===== config.mk =====
export PLATFORM = sky130hd
export DESIGN_NAME = ptc_mac
export DESIGN_NICKNAME = d
export VERILOG_FILES = /design/src/hw/rtl/assert_macros.svh /design/src/hw/rtl/ptc_pkg.sv /design/src/hw/rtl/ptc_mac.sv
export SDC_FILE = /design/constraint.sdc
export NUM_CORES = 2
export LEC_CHECK = 0
export ABC_AREA = 0
export CAP_MARGIN = 20
export CELL_PAD_IN_SITES_DETAIL_PLACEMENT = 1
export CELL_PAD_IN_SITES_GLOBAL_PLACEMENT = 2
export CORE_ASPECT_RATIO = 0.6
export CORE_UTILIZATION = 35
export DETAILED_ROUTE_END_ITERATION = 16
export DONT_BUFFER_PORTS = 1
export GPL_ROUTABILITY_DRIVEN = 0
export HOLD_SLACK_MARGIN = 0.05
export MAX_ROUTING_LAYER = met4
export PLACE_DENSITY_LB_ADDON = 0.1
export SYNTH_ARGS = -nofsm -noshare
export SYNTH_HDL_FRONTEND = slang
export SYNTH_SLANG_ARGS = --single-unit

===== constraint.sdc =====
create_clock -name clk -period 10.89 [get_ports clk]
set_clock_uncertainty 0.15 [all_clocks]
set_input_delay 0.5445 -clock clk [delete_from_list [all_inputs] [get_ports clk]]
set_output_delay 0.5445 -clock clk [all_outputs]
set_load 0.05 [all_outputs]

===== src/hw/rtl/assert_macros.svh =====
// ----------------------------------------------------------------------------
// Assertion macros
// Shared concurrent assertion forms for the torque controller RTL.
// ----------------------------------------------------------------------------
`ifndef ASSERT_MACROS_SVH
`define ASSERT_MACROS_SVH

// Same-cycle implication, disabled during reset.
`define ASSERT_IMPLY(label, clk, rst, ante, cons, msg) \
  label: assert property (@(posedge clk) disable iff (rst) (ante) |-> (cons)) \
    else $error(msg);

// Next-cycle implication, disabled during reset.
`define ASSERT_NEXT(label, clk, rst, ante, cons, msg) \
  label: assert property (@(posedge clk) disable iff (rst) (ante) |=> (cons)) \
    else $error(msg);

`endif


===== src/hw/rtl/ptc_pkg.sv =====
// ----------------------------------------------------------------------------
// ptc_pkg
// Types, codes and widths shared by the joint torque PID controller.
// ----------------------------------------------------------------------------
`default_nettype none

package ptc_pkg;

  localparam int PADDR_W = 5;
  localparam int PDATA_W = 32;
  localparam int FRAC_W  = 16;
  localparam int A_W     = 25;
  localparam int B_W     = 32;
  localparam int PROD_W  = A_W + B_W;
  localparam int ACC_W   = PROD_W + 2;

  localparam logic signed [ACC_W-1:0] RND_HALF = ACC_W'(1) << (FRAC_W - 1);

  typedef enum logic [1:0] {
    CMD_TICK  = 2'd0,
    CMD_START = 2'd1,
    CMD_STOP  = 2'd2,
    CMD_CLEAR = 2'd3
  } cmd_t;

  localparam logic [1:0] ST_IDLE     = 2'd0;
  localparam logic [1:0] ST_COMPUTED = 2'd1;
  localparam logic [1:0] ST_FAULT    = 2'd2;

  typedef enum logic [2:0] {
    REG_POSITION_GAIN     = 3'd0,
    REG_VELOCITY_GAIN     = 3'd1,
    REG_INTEGRAL_GAIN     = 3'd2,
    REG_INTEGRAL_LIMIT    = 3'd3,
    REG_TORQUE_LIMIT      = 3'd4,
    REG_OUTPUT_ENABLE     = 3'd5,
    REG_MAX_READ_FAILURES = 3'd6
  } reg_index_t;

  typedef enum logic [2:0] {
    ACC_HOLD,
    ACC_LOAD,
    ACC_ADD,
    ACC_LOAD_RND,
    ACC_ADD_RND
  } acc_op_t;

  typedef enum logic [3:0] {
    S_IDLE,
    S_MUL_I,
    S_RND_I,
    S_INTEG,
    S_MUL_P,
    S_MUL_V,
    S_MUL_K,
    S_SUM,
    S_RND,
    S_SAT,
    S_DONE
  } state_t;

  typedef struct packed {
    logic [1:0]         command;
    logic               sensor_valid;
    logic signed [23:0] measured_position;
    logic signed [23:0] measured_velocity;
    logic signed [23:0] reference_position;
    logic signed [23:0] reference_velocity;
    logic [15:0]        elapsed_time;
  } in_t;

  typedef struct packed {
    logic [1:0]         status;
    logic signed [23:0] computed_torque;
    logic signed [23:0] applied_torque;
    logic               control_enabled;
  } out_t;

  typedef struct packed {
    logic [23:0] position_gain;
    logic [23:0] velocity_gain;
    logic [23:0] integral_gain;
    logic [30:0] integral_limit;
    logic [22:0] torque_limit;
    logic        output_enable;
    logic [3:0]  max_read_failures;
  } cfg_t;

  typedef struct packed {
    logic                  mul_en;
    acc_op_t               acc_op;
    logic signed [A_W-1:0] a;
    logic signed [B_W-1:0] b;
  } mac_req_t;

endpackage

`default_nettype wire


===== src/hw/rtl/ptc_mac.sv =====
// ----------------------------------------------------------------------------
// ptc_mac
// Shared signed multiplier with a registered product and an accumulator.
// ----------------------------------------------------------------------------
`default_nettype none

module ptc_mac import ptc_pkg::*; (
  input  wire logic                    clk,
  input  wire mac_req_t                req,
  output logic signed [ACC_W-1:0]      acc
);

  logic signed [PROD_W-1:0] prod;
  logic signed [ACC_W-1:0]  prod_ext;

  assign prod_ext = {{(ACC_W - PROD_W){prod[PROD_W-1]}}, prod};

  always_ff @(posedge clk) begin
    if (req.mul_en) begin
      prod <= req.a * req.b;
    end
  end

  always_ff @(posedge clk) begin
    case (req.acc_op)
      ACC_LOAD:     acc <= prod_ext;
      ACC_ADD:      acc <= acc + prod_ext;
      ACC_LOAD_RND: acc <= prod_ext + RND_HALF;
      ACC_ADD_RND:  acc <= acc + RND_HALF;
      default:      acc <= acc;
    endcase
  end

endmodule

`default_nettype wire


* Yosys cells after proc, flatten, opt, wreduce, memory -nomap -nowiden
Index checks and enable logic that the tools add are counted.
** Word-level totals
- Register bits after elaboration :: 116
- Input port bits :: 62
- Output and inout port bits :: 59
- Word-level logic and storage cells :: 12
** Cells by class
- $add $sub $neg :: 3
- Multiply operators :: 1
- Equality and inequality tests :: 4
- Muxes and demuxes :: 1
- Reductions and logical operators :: 1
** Operators by type and width (count)
- 59-bit case mux with 4 select lines :: 1
- 59-bit by 17-bit adder with 59-bit output, second input constant :: 1
- 59-bit by 57-bit adder with 59-bit output :: 1
- 57-bit by 17-bit adder with 58-bit output, second input constant :: 1
- 25-bit by 32-bit multiplier with 57-bit output :: 1
- 3-bit by 2-bit == test with 1-bit output, second input constant :: 2
- 4-bit nonzero test :: 1
- 3-bit by 1-bit == test with 1-bit output, second input constant :: 1
- 3-bit == test, second input constant :: 1

* Depth between registers and ports, before layout
- Depth in word-level cells :: 2
- Depth in mapped cells :: 27
- Depth with buffers taken out :: 26

* Worst setup path before layout
OpenSTA, ideal clock, no wires.
- Path kind :: input -> register
- Start :: input port req[31] (netlist bit)
- End :: register prod[52], data pin
- Setup time :: 0.267 ns
- Data arrival time :: 6.891 ns
- Data required time :: 10.473 ns
- Setup slack :: 3.582 ns
- Stages on the path :: 24
- Path buffers :: 1
- Path through :: clkbuf_1 nand2_1 inv_1 fa_1 fa_1 inv_1 fa_1 inv_1 fa_1 fa_1 fa_1 inv_1 fa_1 inv_1 ha_1 a21o_1 a21o_1 a21o_1 a21o_1 a221oi_1 nand2_1 a31oi_1 o21bai_1 xor2_1
** Between the ends
- Word-level cells in the longest chain between the ends :: 1
** Ends and longest elaborated chain
- start: declaration :: RTL line ptc_mac.sv:9 : input wire mac_req_t req,
- 25-bit by 32-bit multiplier with 57-bit output :: RTL line ptc_mac.sv:20 : prod <= req.a * req.b;
- end signal: assignment :: RTL line ptc_mac.sv:20
- end: declaration :: RTL line ptc_mac.sv:13 : logic signed [PROD_W-1:0] prod;
Every way passes these cells.
A chain may end at the register's enable or synchronous reset.

* Worst setup path in the final report
- Start :: input port req[56] (netlist bit)
- End :: register prod[49], data pin
The elaborated chain is that of the path after synthesis.

==> impl_metrics.json <==
{
  "synth_edf_count": 116,
  "synthTopCellsByArea": "fa_1, edfxtp_1, inv_1",
  "grt_pass1_vias": 31400,
  "cts.path.max_buffers": 3,
  "worstMarginPinSlew_ns": 1.15,
  "fmax_ghz": 0.127,
  "crit_path_end_kind": "register",
  "arrival_ns": 7.95,
  "async_flop_share": 0,
  "min-delay-start": "req[59]",
  "cts.repair.resized": 0,
  "ff2ff_setup_slack_ns": 6.11,
  "synthAdderAreaFrac": 0.506,
  "routedWlPerCell_microns": 23.3,
  "die_h_microns": 256,
  "first_iter_violations": 1735,
  "synth_xor_area_frac": 0.0371,
  "crit_fanout": 26,
  "r2r_cells": 11,
  "grt_setup_unrepaired": "false",
  "synth-compound-area-share": 0.0939,
  "critical_path_class": "primary input to register",
  "synth_seq_cells": 116,
  "cts_tree": "yes",
  "worstReg2RegEnd": "acc[56]",
  "layout-drive-gt1-share": 0.0176,
  "use_met1": 0.384,
  "num_vias": 28200,
  "clock_latency_ns": 0.51,
  "seq_area_frac_synth": 0.0923,
  "fin_crit_ns": 7.85,
  "ys_warn_count": 0,
  "finalCritPeriodShare": 0.721,
  "port_buffers": 0,
  "min_to": "acc[15]",
  "grt_antenna_before_repair": 6,
  "synth.most_common_cell": "inv_1",
  "firstDrtPassIters": 5,
  "overflow": 0,
  "setup_tns_ns": 0,
  "synthMuxAreaShare": 0.000796,
  "syn-num-nets": 5271,
  "use_met3": 0.0367,
  "drtAntennaViolNets": 0,
  "rows": 92,
  "slew_viol_final": 0,
  "cts.clk_slew.worst_paths_ns": 0.07,
  "synth_top_family_by_area": "adder cells",
  "ios": 121,
  "final_net_count": 5125,
  "route.final.wire_length_microns": 127000,
  "syn_inst": 4174,
  "coreArea_sq_mm": 0.106,
  "finalSetupViolCount": 0,
  "grt.met2_usage": 0.354,
  "yosysTopAreaCell": "fa_1",
  "hold_path.class": "primary input to register",
  "hpwlAfterDp_microns": 103000,
  "fillers": 12200,
  "required_ns": 10.98,
  "syn_area_per_cell_sq_um": 9.04,
  "h-tree-depth": 4,
  "synth-simple-area-share": 0.166,
  "worstHoldPathCells": 1,
  "dieWidth_microns": 426,
  "synthesis.area_sq_mm": 0.0377,
  "grt_max_degree": 48,
  "synth_ff_type": "edfxtp_1",
  "viasPerCell": 5.18,
  "drc": 0,
  "clock_sinks": 116,
  "outcome": "completed",
  "yosysTopAreaCellShare": 0.435,
  "busiest_layer": "met1",
  "grt_usage": 0.250,
  "hold_violations": 0,
  "dieArea_sq_mm": 0.109,
  "netlist_top_cells_count": "inv_1, fa_1, nand2_1",
  "cts_made_buffers": 25,
  "synthToLayoutAreaGrowth_pct": 5.02,
  "postCtsSetupRepairBufs": 0,
  "slew_headroom": 0.227,
  "rr_startpoint": "acc[36]",
  "synth_cell_types": 81,
  "crit_path_start_kind": "primary input",
  "start_util": 0.356,
  "cts_root_buf": "clkbuf_16",
  "grt_pass1_wl_microns": 201000,
  "cap_violations": 0
}
-- cell usage in the layout (no fill, tap or decap), drive strengths merged, types with 65 or more instances in the layout --
cell type / Yosys / routed
fa: 820 / 820
ha: 215 / 215
o21ai: 129 / 129
nor2: 139 / 139
a21o: 79 / 79
a21oi: 144 / 144
nand2: 512 / 512
edfxtp: 116 / 116
xor2: 65 / 65
xnor2: 95 / 95
inv: 850 / 850
and2: 408 / 408
-- sequential cells by signal, indices dropped and copies added, names as in the netlist --
register,cells
prod,57
acc,59
-- through the flow --
step | hold WS [ns] | utilization | setup slack, ns | instance area [sq um] | instances
after detailed placement | 0.472 | 0.367 | 2.55 | 38900 | 5408
after global routing | 0.112 | 0.374 | 2.62 | 39600 | 5444
final | 0.126 | 0.374 | 3.04 | 39600 | 5446
after CTS | 0.105 | 0.374 | 3.03 | 39600 | 5443
after floorplan | 0.375 | - | 3.58 | 37700 | 4174
after global placement | 0.446 | 0.367 | 2.61 | 38900 | 5408
-- how the worst max path moves through the flow --
| stage | startpoint | end | slack (ns) | cells after the start |
|---|---|---|---|---|
| 6_report | req[56] | prod[49] | 3.04 | 22 |
| 5_1_grt | req[56] | prod[49] | 2.62 | 22 |
| 4_1_cts | req[56] | prod[49] | 3.03 | 22 |
| 3_5_place_dp | req[56] | prod[49] | 2.55 | 22 |
| 3_3_place_gp | req[56] | prod[49] | 2.61 | 22 |
| 2_1_floorplan | req[31] | prod[52] | 3.58 | 24 |
-- routing by layer --
layer  routed length, microns  up-vias
li1                         -    12600
met1                    66000    14900
met2                    53000      566
met3                     6650       88
met4                     1490        0
met5                        0        -
-- cell type report --
class,instances,area [sq um],share of cell area
Sequential cell,116,3480,0.0879
Tap cell,1410,1760,0.0445
Antenna cell,2,5.00,0.000126
Clock inverter,5,22.5,0.000568
Timing Repair Buffer,20,193,0.00486
Clock buffer,28,637,0.0161
Multi-Input combinational cell,3014,30300,0.765
Inverter,851,3190,0.0806
-- repair_timing --
item / in CTS / in global routing
hold buffers: 2 / 0
hold endpoints to repair: 44 / 0
setup endpoints to repair: 0 / 0
-- critical path, cell delays in order --
cell      delay [ns]
clkinv_1        0.76
nor2_1          0.38
fa_1            0.47
fa_1            0.51
fa_1            0.43
fa_1            0.51
fa_1            0.43
fa_1            0.49
inv_1           0.05
fa_1            0.47
inv_1           0.04
ha_1            0.41
and4_1          0.29
and3_1          0.20
nand4_1         0.11
a21oi_1         0.24
o21ai_1         0.17
o31ai_1         0.47
and2_1          0.25
o21ai_1         0.20
or3_1           0.35
and3_1          0.15
-- cell families after synthesis --
family / count (synthesis)
mux: 3
simple gates: 1268
compound gates: 548
flops: 116
buf+inv: 1044
fa+ha+maj: 1035
xor+xnor: 160
Power is left out: the tool's default activity adds up to more than one toggle a clock period on the data nets, which glitch-free logic cannot reach.
