## src/hw/rtl/assert_macros.svh

```systemverilog
// ----------------------------------------------------------------------------
// Assertion macros
// Shared concurrent assertion forms for the torque controller RTL.
// ----------------------------------------------------------------------------
`ifndef ASSERT_MACROS_SVH
`define ASSERT_MACROS_SVH

// Same-cycle implication, disabled during reset.
`define ASSERT_IMPLY(label, clk, rst, ante, cons, msg) \
  label: assert property (@(posedge clk) disable iff (rst) (ante) |-> (cons)) \
    else $error(msg);

// Next-cycle implication, disabled during reset.
`define ASSERT_NEXT(label, clk, rst, ante, cons, msg) \
  label: assert property (@(posedge clk) disable iff (rst) (ante) |=> (cons)) \
    else $error(msg);

`endif

```

## src/hw/rtl/ptc_pkg.sv

```systemverilog
// ----------------------------------------------------------------------------
// ptc_pkg
// Types, codes and widths shared by the joint torque PID controller.
// ----------------------------------------------------------------------------
`default_nettype none

package ptc_pkg;

  localparam int PADDR_W = 5;
  localparam int PDATA_W = 32;
  localparam int FRAC_W  = 16;
  localparam int A_W     = 25;
  localparam int B_W     = 32;
  localparam int PROD_W  = A_W + B_W;
  localparam int ACC_W   = PROD_W + 2;

  localparam logic signed [ACC_W-1:0] RND_HALF = ACC_W'(1) << (FRAC_W - 1);

  typedef enum logic [1:0] {
    CMD_TICK  = 2'd0,
    CMD_START = 2'd1,
    CMD_STOP  = 2'd2,
    CMD_CLEAR = 2'd3
  } cmd_t;

  localparam logic [1:0] ST_IDLE     = 2'd0;
  localparam logic [1:0] ST_COMPUTED = 2'd1;
  localparam logic [1:0] ST_FAULT    = 2'd2;

  typedef enum logic [2:0] {
    REG_POSITION_GAIN     = 3'd0,
    REG_VELOCITY_GAIN     = 3'd1,
    REG_INTEGRAL_GAIN     = 3'd2,
    REG_INTEGRAL_LIMIT    = 3'd3,
    REG_TORQUE_LIMIT      = 3'd4,
    REG_OUTPUT_ENABLE     = 3'd5,
    REG_MAX_READ_FAILURES = 3'd6
  } reg_index_t;

  typedef enum logic [2:0] {
    ACC_HOLD,
    ACC_LOAD,
    ACC_ADD,
    ACC_LOAD_RND,
    ACC_ADD_RND
  } acc_op_t;

  typedef enum logic [3:0] {
    S_IDLE,
    S_MUL_I,
    S_RND_I,
    S_INTEG,
    S_MUL_P,
    S_MUL_V,
    S_MUL_K,
    S_SUM,
    S_RND,
    S_SAT,
    S_DONE
  } state_t;

  typedef struct packed {
    logic [1:0]         command;
    logic               sensor_valid;
    logic signed [23:0] measured_position;
    logic signed [23:0] measured_velocity;
    logic signed [23:0] reference_position;
    logic signed [23:0] reference_velocity;
    logic [15:0]        elapsed_time;
  } in_t;

  typedef struct packed {
    logic [1:0]         status;
    logic signed [23:0] computed_torque;
    logic signed [23:0] applied_torque;
    logic               control_enabled;
  } out_t;

  typedef struct packed {
    logic [23:0] position_gain;
    logic [23:0] velocity_gain;
    logic [23:0] integral_gain;
    logic [30:0] integral_limit;
    logic [22:0] torque_limit;
    logic        output_enable;
    logic [3:0]  max_read_failures;
  } cfg_t;

  typedef struct packed {
    logic                  mul_en;
    acc_op_t               acc_op;
    logic signed [A_W-1:0] a;
    logic signed [B_W-1:0] b;
  } mac_req_t;

endpackage

`default_nettype wire

```

## src/hw/rtl/ptc_regs.sv

```systemverilog
// ----------------------------------------------------------------------------
// ptc_regs
// APB-style configuration register file for the torque controller.
// ----------------------------------------------------------------------------
`default_nettype none

module ptc_regs import ptc_pkg::*; (
  input  wire logic               clk,
  input  wire logic               rst,
  input  wire logic               psel,
  input  wire logic               penable,
  input  wire logic               pwrite,
  input  wire logic [PADDR_W-1:0] paddr,
  input  wire logic [PDATA_W-1:0] pwdata,
  output logic      [PDATA_W-1:0] prdata,
  output logic                    pready,
  output cfg_t                    cfg
);

  reg_index_t idx;

  assign idx    = reg_index_t'(paddr[PADDR_W-1:2]);
  assign pready = 1'b1;

  always_ff @(posedge clk) begin
    if (rst) begin
      cfg.position_gain     <= '0;
      cfg.velocity_gain     <= '0;
      cfg.integral_gain     <= '0;
      cfg.integral_limit    <= '0;
      cfg.torque_limit      <= '0;
      cfg.output_enable     <= 1'b0;
      cfg.max_read_failures <= 4'd3;
    end else if (psel && penable && pwrite) begin
      case (idx)
        REG_POSITION_GAIN:     cfg.position_gain     <= pwdata[23:0];
        REG_VELOCITY_GAIN:     cfg.velocity_gain     <= pwdata[23:0];
        REG_INTEGRAL_GAIN:     cfg.integral_gain     <= pwdata[23:0];
        REG_INTEGRAL_LIMIT:    cfg.integral_limit    <= pwdata[30:0];
        REG_TORQUE_LIMIT:      cfg.torque_limit      <= pwdata[22:0];
        REG_OUTPUT_ENABLE:     cfg.output_enable     <= pwdata[0];
        REG_MAX_READ_FAILURES: cfg.max_read_failures <= pwdata[3:0];
        default: ;
      endcase
    end
  end

  always_comb begin
    case (idx)
      REG_POSITION_GAIN:     prdata = {8'd0, cfg.position_gain};
      REG_VELOCITY_GAIN:     prdata = {8'd0, cfg.velocity_gain};
      REG_INTEGRAL_GAIN:     prdata = {8'd0, cfg.integral_gain};
      REG_INTEGRAL_LIMIT:    prdata = {1'b0, cfg.integral_limit};
      REG_TORQUE_LIMIT:      prdata = {9'd0, cfg.torque_limit};
      REG_OUTPUT_ENABLE:     prdata = {31'd0, cfg.output_enable};
      REG_MAX_READ_FAILURES: prdata = {28'd0, cfg.max_read_failures};
      default:               prdata = '0;
    endcase
  end

endmodule

`default_nettype wire

```

## config.mk

```make
export PLATFORM = sky130hd
export DESIGN_NAME = ptc_regs
export DESIGN_NICKNAME = d
export VERILOG_FILES = /design/src/hw/rtl/assert_macros.svh /design/src/hw/rtl/ptc_pkg.sv /design/src/hw/rtl/ptc_regs.sv
export SDC_FILE = /design/constraint.sdc
export NUM_CORES = 1
export LEC_CHECK = 0
export BUFFER_PORTS_ARGS = -buffer_cell sky130_fd_sc_hd__buf_4
export CORE_MARGIN = 2
export CORE_UTILIZATION = 47
export CTS_CLUSTER_DIAMETER = 100
export DETAILED_ROUTE_END_ITERATION = 12
export PLACE_DENSITY = 0.75
export SLEW_MARGIN = 20
export SYNTH_ARGS = -nofsm -noshare
export SYNTH_HDL_FRONTEND = slang
export SYNTH_SLANG_ARGS = --single-unit
```

## constraint.sdc

```tcl
create_clock -name clk -period 3.6 [get_ports clk]
set_input_delay 0.36 -clock clk [delete_from_list [all_inputs] [get_ports clk]]
set_output_delay 0.36 -clock clk [all_outputs]
set_load 0.005 [all_outputs]
```

# Yosys cells after proc, flatten, opt, wreduce, memory -nomap -nowiden
# Cells that the tools add are included.
[word_totals]
ff_bits = 131
wordCells = 24
out_inout_bits = 164
[classes]
n_eq_ne = 6
n_reduce_logical = 10
muxes = 1
[ops]
columns = ["op", "count"]
rows = [
  ["one-hot mux 31 bit (7 select lines)", 1],
  ["AND reduction 2 bit", 7],
  ["equality test 3 bit (second input constant)", 3],
  ["equality test 3 x 2 -> 1 bit (second input constant)", 2],
  ["equality test 3 x 1 -> 1 bit (second input constant)", 1],
  ["zero test 3 bit", 1],
  ["logical AND 1 bit", 2],
]

# Logic depth before layout (Yosys ltp)
[logic_depth]
depth_word = 3
ltp_mapped = 6

# Least setup slack after synthesis
# OpenSTA, ideal clock, no wires.
[synth_path]
kind = "input to output"
start = "in paddr[3]"
end = "out prdata[10]"
path_buffers = 3
t_arrival_ns = 1.282
path_stages = 5
slack_ns = 1.958
cell_sequence = "buf_2 -> or2_1 -> clkbuf_1 -> clkbuf_1 -> o221ai_1"
[synth_between]
elab_chain_cells = 2
elab_cells_between_ends = 8
cone_classes = "eq/ne (6); mux (1); reduce/logical (1)"
[synth_lines]
columns = ["element", "line_no", "text"]
rows = [
  ["from (decl)", "ptc_regs.sv:13", "input wire logic [PADDR_W-1:0] paddr,"],
  ["equality test 3 bit, or another cell as far along", "ptc_regs.sv:49", "case (idx)"],
  ["one-hot mux 31 bit (7 select lines) *", "ptc_regs.sv:49", ""],
  ["to (decl)", "ptc_regs.sv:15", "output logic [PDATA_W-1:0] prdata,"],
]
# Every way passes the cells marked *; elsewhere a longest branch is shown, timed or not.

# Worst setup path in the final report
[layout_path]
start = "in paddr[2]"
end = "out prdata[2]"
# The elaborated chain is that of the path after synthesis.

==> parameters.txt <==
Parameter                              Value

Worst setup path
  Top delay family on crit path ... buffers and inverters
  CP Data Arrival Time ... 2230 ps
  CP Max Fanout ... 40
  Crit-path cells ... buf_4 -> buf_4 -> mux2_2 -> a221oi_1 -> a21oi_1 -> buf_4
  Worst setup startpoint ... paddr[2]
  Biggest cell delay along the critical path ... 520 ps
  Most frequent cell on the critical path ... sky130_fd_sc_hd__buf_4
  Critical R2R Launch ... cfg[47]
  CP required ... 3240 ps
  Cell type of the slowest stage on the worst timing path ... sky130_fd_sc_hd__buf_4
  Buffering stage count on the worst path with inverters included ... 3
  Critical path startpoint category ... primary input
  Endpoint kind of the worst setup timing path ... output port
  Category of the most critical setup path ... primary input to output port

Finish
  Cell Count, Final, Fillers Out ... 1016
  Registers with the most flip-flops ... cfg x131
  Fraction of layout cells with a size suffix above 1 ... 29.6%
  Diodes inserted ... 0
  Filler Cells Inserted ... 1052
  Register Area ... 0.00262 mm²
  Count of nets after finishing ... 871
  Multi-input gate area in the final layout ... 0.00327 mm²
  Post-route core utilization ... 62.9%
  Most flop-heavy register ... cfg
  Max reg flops ... 131
  Layout-stage area growth over the synthesis result ... 32.1%

Yosys
  Number of nets in the synthesized netlist ... 709
  Post-Synthesis Cells ... 667
  Synth Area per Inst ... 9.34 µm²
  Number of flip-flops and latches in the synthesized netlist ... 131
  Post-synthesis cell area ... 0.00623 mm²
  Sequential area share after synthesis ... 42.1%
  Number of distinct library cells after synthesis ... 36
  Syn. warnings ... 0

Global routing
  Total track usage ... 26.5%
  Grt ovf ... 0
  Global-route wire length before repair ... 29800 µm
  Initial antenna violation count ... 0
  Maximum number of pins on one net before global-route repair ... 158
  Number of global-route vias before repair ... 5687

STA
  Rel. slew slack ... 37.2%
  Post-route setup TNS ... 0 ps
  Max-slew violation count ... 0
  Final hold violations ... 0
  Achievable clock frequency ... 386 MHz
  Worst hold-check slack ... 207 ps
  Unrepaired setup endpoints after global routing ... no
  Pin slew with the least headroom to its limit ... 941 ps
  Ratio of final minimum period to clock period ... 71.9%
  Clock skew ... 0 ps
  Final critical-path setup slack ... 1010 ps
  Time the final worst path needs with I/O delays and setup ... 2590 ps
  Final setup violation count ... 0

CTS
  Count of buffers added by post-CTS timing repair for setup ... 0
  CTS Buf Count ... 17
  Clock transition at the register clock pins on the worst setup and hold paths after CTS ... 50 ps
  Bufs on Longest Clock Path ... 2
  # H-tree levels ... 4
  CTS resizes ... 0
  Clock tree from TritonCTS ... done
  Clk sinks ... 131
  Insertion delay to the later sink of the worst-skew pair ... 410 ps
  Root Buffer ... sky130_fd_sc_hd__clkbuf_16
  CTS Hold Buffers Added ... 0

Placed design
  Dpl hpwl ... 12200 µm
  Worst-case setup slack after placement ... 1010 ps
  Post-placement cell count ... 986
  Final RePlAce weighted congestion ... 0.803
  Port Buffer Count ... 200

Route
  Via count ... 5721
  TritonRoute pass-1 iters ... 5
  Number of vias per cell ... 5.63
  DR DRC count ... 0
  Avg WL per Cell ... 18.8 µm
  Initial DRC Count ... 374
  Post-route antenna net violation count ... 0
  Total wirelength of the detailed-routed design ... 19100 µm

Flow run
  Max-cap violations ... 0

Worst hold path
  Launch point of the worst hold path ... pwdata[25]
  Worst min-delay path class ... primary input to flop

Die
  Number of rows in the core area ... 42
  Die Area ... 0.0142 mm²
  Horizontal die dimension ... 119 µm
  Starting density of the core ... 47.6%
  Die outline height ... 119 µm
  Area of the placeable core ... 0.0131 mm²
  I/O pin count ... 206

Outcome
  Run status ... complete, no violations

Power and ir drop
  Total power divided by cell area ... 406 mW/mm²
  Max IR drop VDD ... 0.238 mV
  Static Leakage ... 3.85 nW
-- power breakdown --
group          switching [mW]  leakage, nW  total [mW]  internal (mW)
logic                   0.147         2.52       0.247         0.0998
registers             0.00912         1.06        1.47           1.46
clock network           0.598        0.279        1.63           1.03
-- kinds of logic (layout without fill, tap and decap cells) --
| logic type | Yosys count | after routing | share of synthesized area, % |
|---|---|---|---|
| other | 2 | 2 | 0.121 |
| DFF | 131 | 131 | 42.1 |
| muxes | 126 | 126 | 20.5 |
| and+or+nand+nor | 201 | 201 | 18.8 |
| buffers and inverters | 66 | 239 | 5.64 |
| AOI/OAI and AO/OA | 141 | 141 | 12.8 |
-- stage by stage --
step,power (mW),cell area (µm²)
after CTS,3.36,8230
final,3.34,8230
after global routing,3.45,8230
after detailed placement,1.75,7670
after global placement,1.74,7670
after floorplan,1.65,6230
-- layer usage --
metal	vias to the layer above	routed length (µm)	global-route usage, %
met4	0	278	10.1
met3	22	1320	6.85
met5	-	0	0
li1	2673	-	-
met2	230	9350	44.0
met1	2796	8190	33.0
-- placed cells by master, fill, tap and decap left out, types with 4 or more instances in the layout --
cell                        count
sky130_fd_sc_hd__o21ai_0       56
sky130_fd_sc_hd__clkbuf_8       5
sky130_fd_sc_hd__buf_4        207
sky130_fd_sc_hd__mux2_2         5
sky130_fd_sc_hd__o221ai_1      17
sky130_fd_sc_hd__a21oi_1       57
sky130_fd_sc_hd__dfxtp_1      131
sky130_fd_sc_hd__clkinv_2       4
sky130_fd_sc_hd__mux2i_1      120
sky130_fd_sc_hd__nor2_1         5
sky130_fd_sc_hd__nand3_1       56
sky130_fd_sc_hd__nand2_1       18
sky130_fd_sc_hd__clkbuf_16     17
sky130_fd_sc_hd__and3_1         8
sky130_fd_sc_hd__nand2b_1      99
-- path summary, 6_finish.rpt --
kind	slack [ps]	end	cells past startpoint
worst max-delay path	1010	prdata[2]	6
worst min-delay path	210	cfg[53]	3
worst max register to register	2850	cfg[47]	2
worst min register to register	490	cfg[119]	2
-- worst register-to-register path, stage by stage, from the launching register on --
cell	delay, ps
sky130_fd_sc_hd__dfxtp_1	370
sky130_fd_sc_hd__o21ai_0	110
sky130_fd_sc_hd__a21oi_1	190
-- area by class of cell --
| class | instances | share of cell area [%] |
|---|---|---|
| clock buffer | 25 | 6.14 |
| inverter | 1 | 0.0456 |
| clock inverter | 5 | 0.608 |
| sequential | 131 | 31.8 |
| timing repair buffer | 208 | 19.0 |
| tap | 176 | 2.67 |
| multi-input combinational | 470 | 39.7 |
-- cells in the mapped netlist --
library cell,n,area share [%]
sky130_fd_sc_hd__a21oi_1,57,4.6
sky130_fd_sc_hd__a221oi_1,2,0.28
sky130_fd_sc_hd__a22oi_1,2,0.24
sky130_fd_sc_hd__and2_1,2,0.20
sky130_fd_sc_hd__and2b_1,1,0.12
sky130_fd_sc_hd__and3_1,8,0.80
sky130_fd_sc_hd__and4_1,1,0.14
sky130_fd_sc_hd__and4b_1,1,0.16
sky130_fd_sc_hd__buf_2,18,1.4
sky130_fd_sc_hd__buf_4,9,1.1
sky130_fd_sc_hd__buf_6,6,1.1
sky130_fd_sc_hd__clkbuf_1,30,1.8
sky130_fd_sc_hd__clkbuf_2,2,0.16
sky130_fd_sc_hd__conb_1,2,0.12
sky130_fd_sc_hd__dfxtp_1,131,42
sky130_fd_sc_hd__inv_1,1,0.060
sky130_fd_sc_hd__mux2_2,5,0.90
sky130_fd_sc_hd__mux2i_1,120,19
sky130_fd_sc_hd__mux4_2,1,0.36
sky130_fd_sc_hd__nand2_1,18,1.1
sky130_fd_sc_hd__nand2_4,2,0.36
sky130_fd_sc_hd__nand2_8,1,0.32
sky130_fd_sc_hd__nand2b_1,100,10
sky130_fd_sc_hd__nand3_1,56,4.5
sky130_fd_sc_hd__nand4_1,1,0.10
sky130_fd_sc_hd__nor2_1,5,0.30
sky130_fd_sc_hd__nor2_4,1,0.18
sky130_fd_sc_hd__nor2b_1,2,0.20
sky130_fd_sc_hd__nor3b_2,1,0.20
sky130_fd_sc_hd__o21a_1,1,0.12
sky130_fd_sc_hd__o21ai_0,56,4.5
sky130_fd_sc_hd__o21ai_1,2,0.16
sky130_fd_sc_hd__o221ai_1,17,2.4
sky130_fd_sc_hd__o22a_1,3,0.42
sky130_fd_sc_hd__o22ai_1,1,0.10
sky130_fd_sc_hd__or2_1,1,0.10
(Power assumes the default switching activity.)
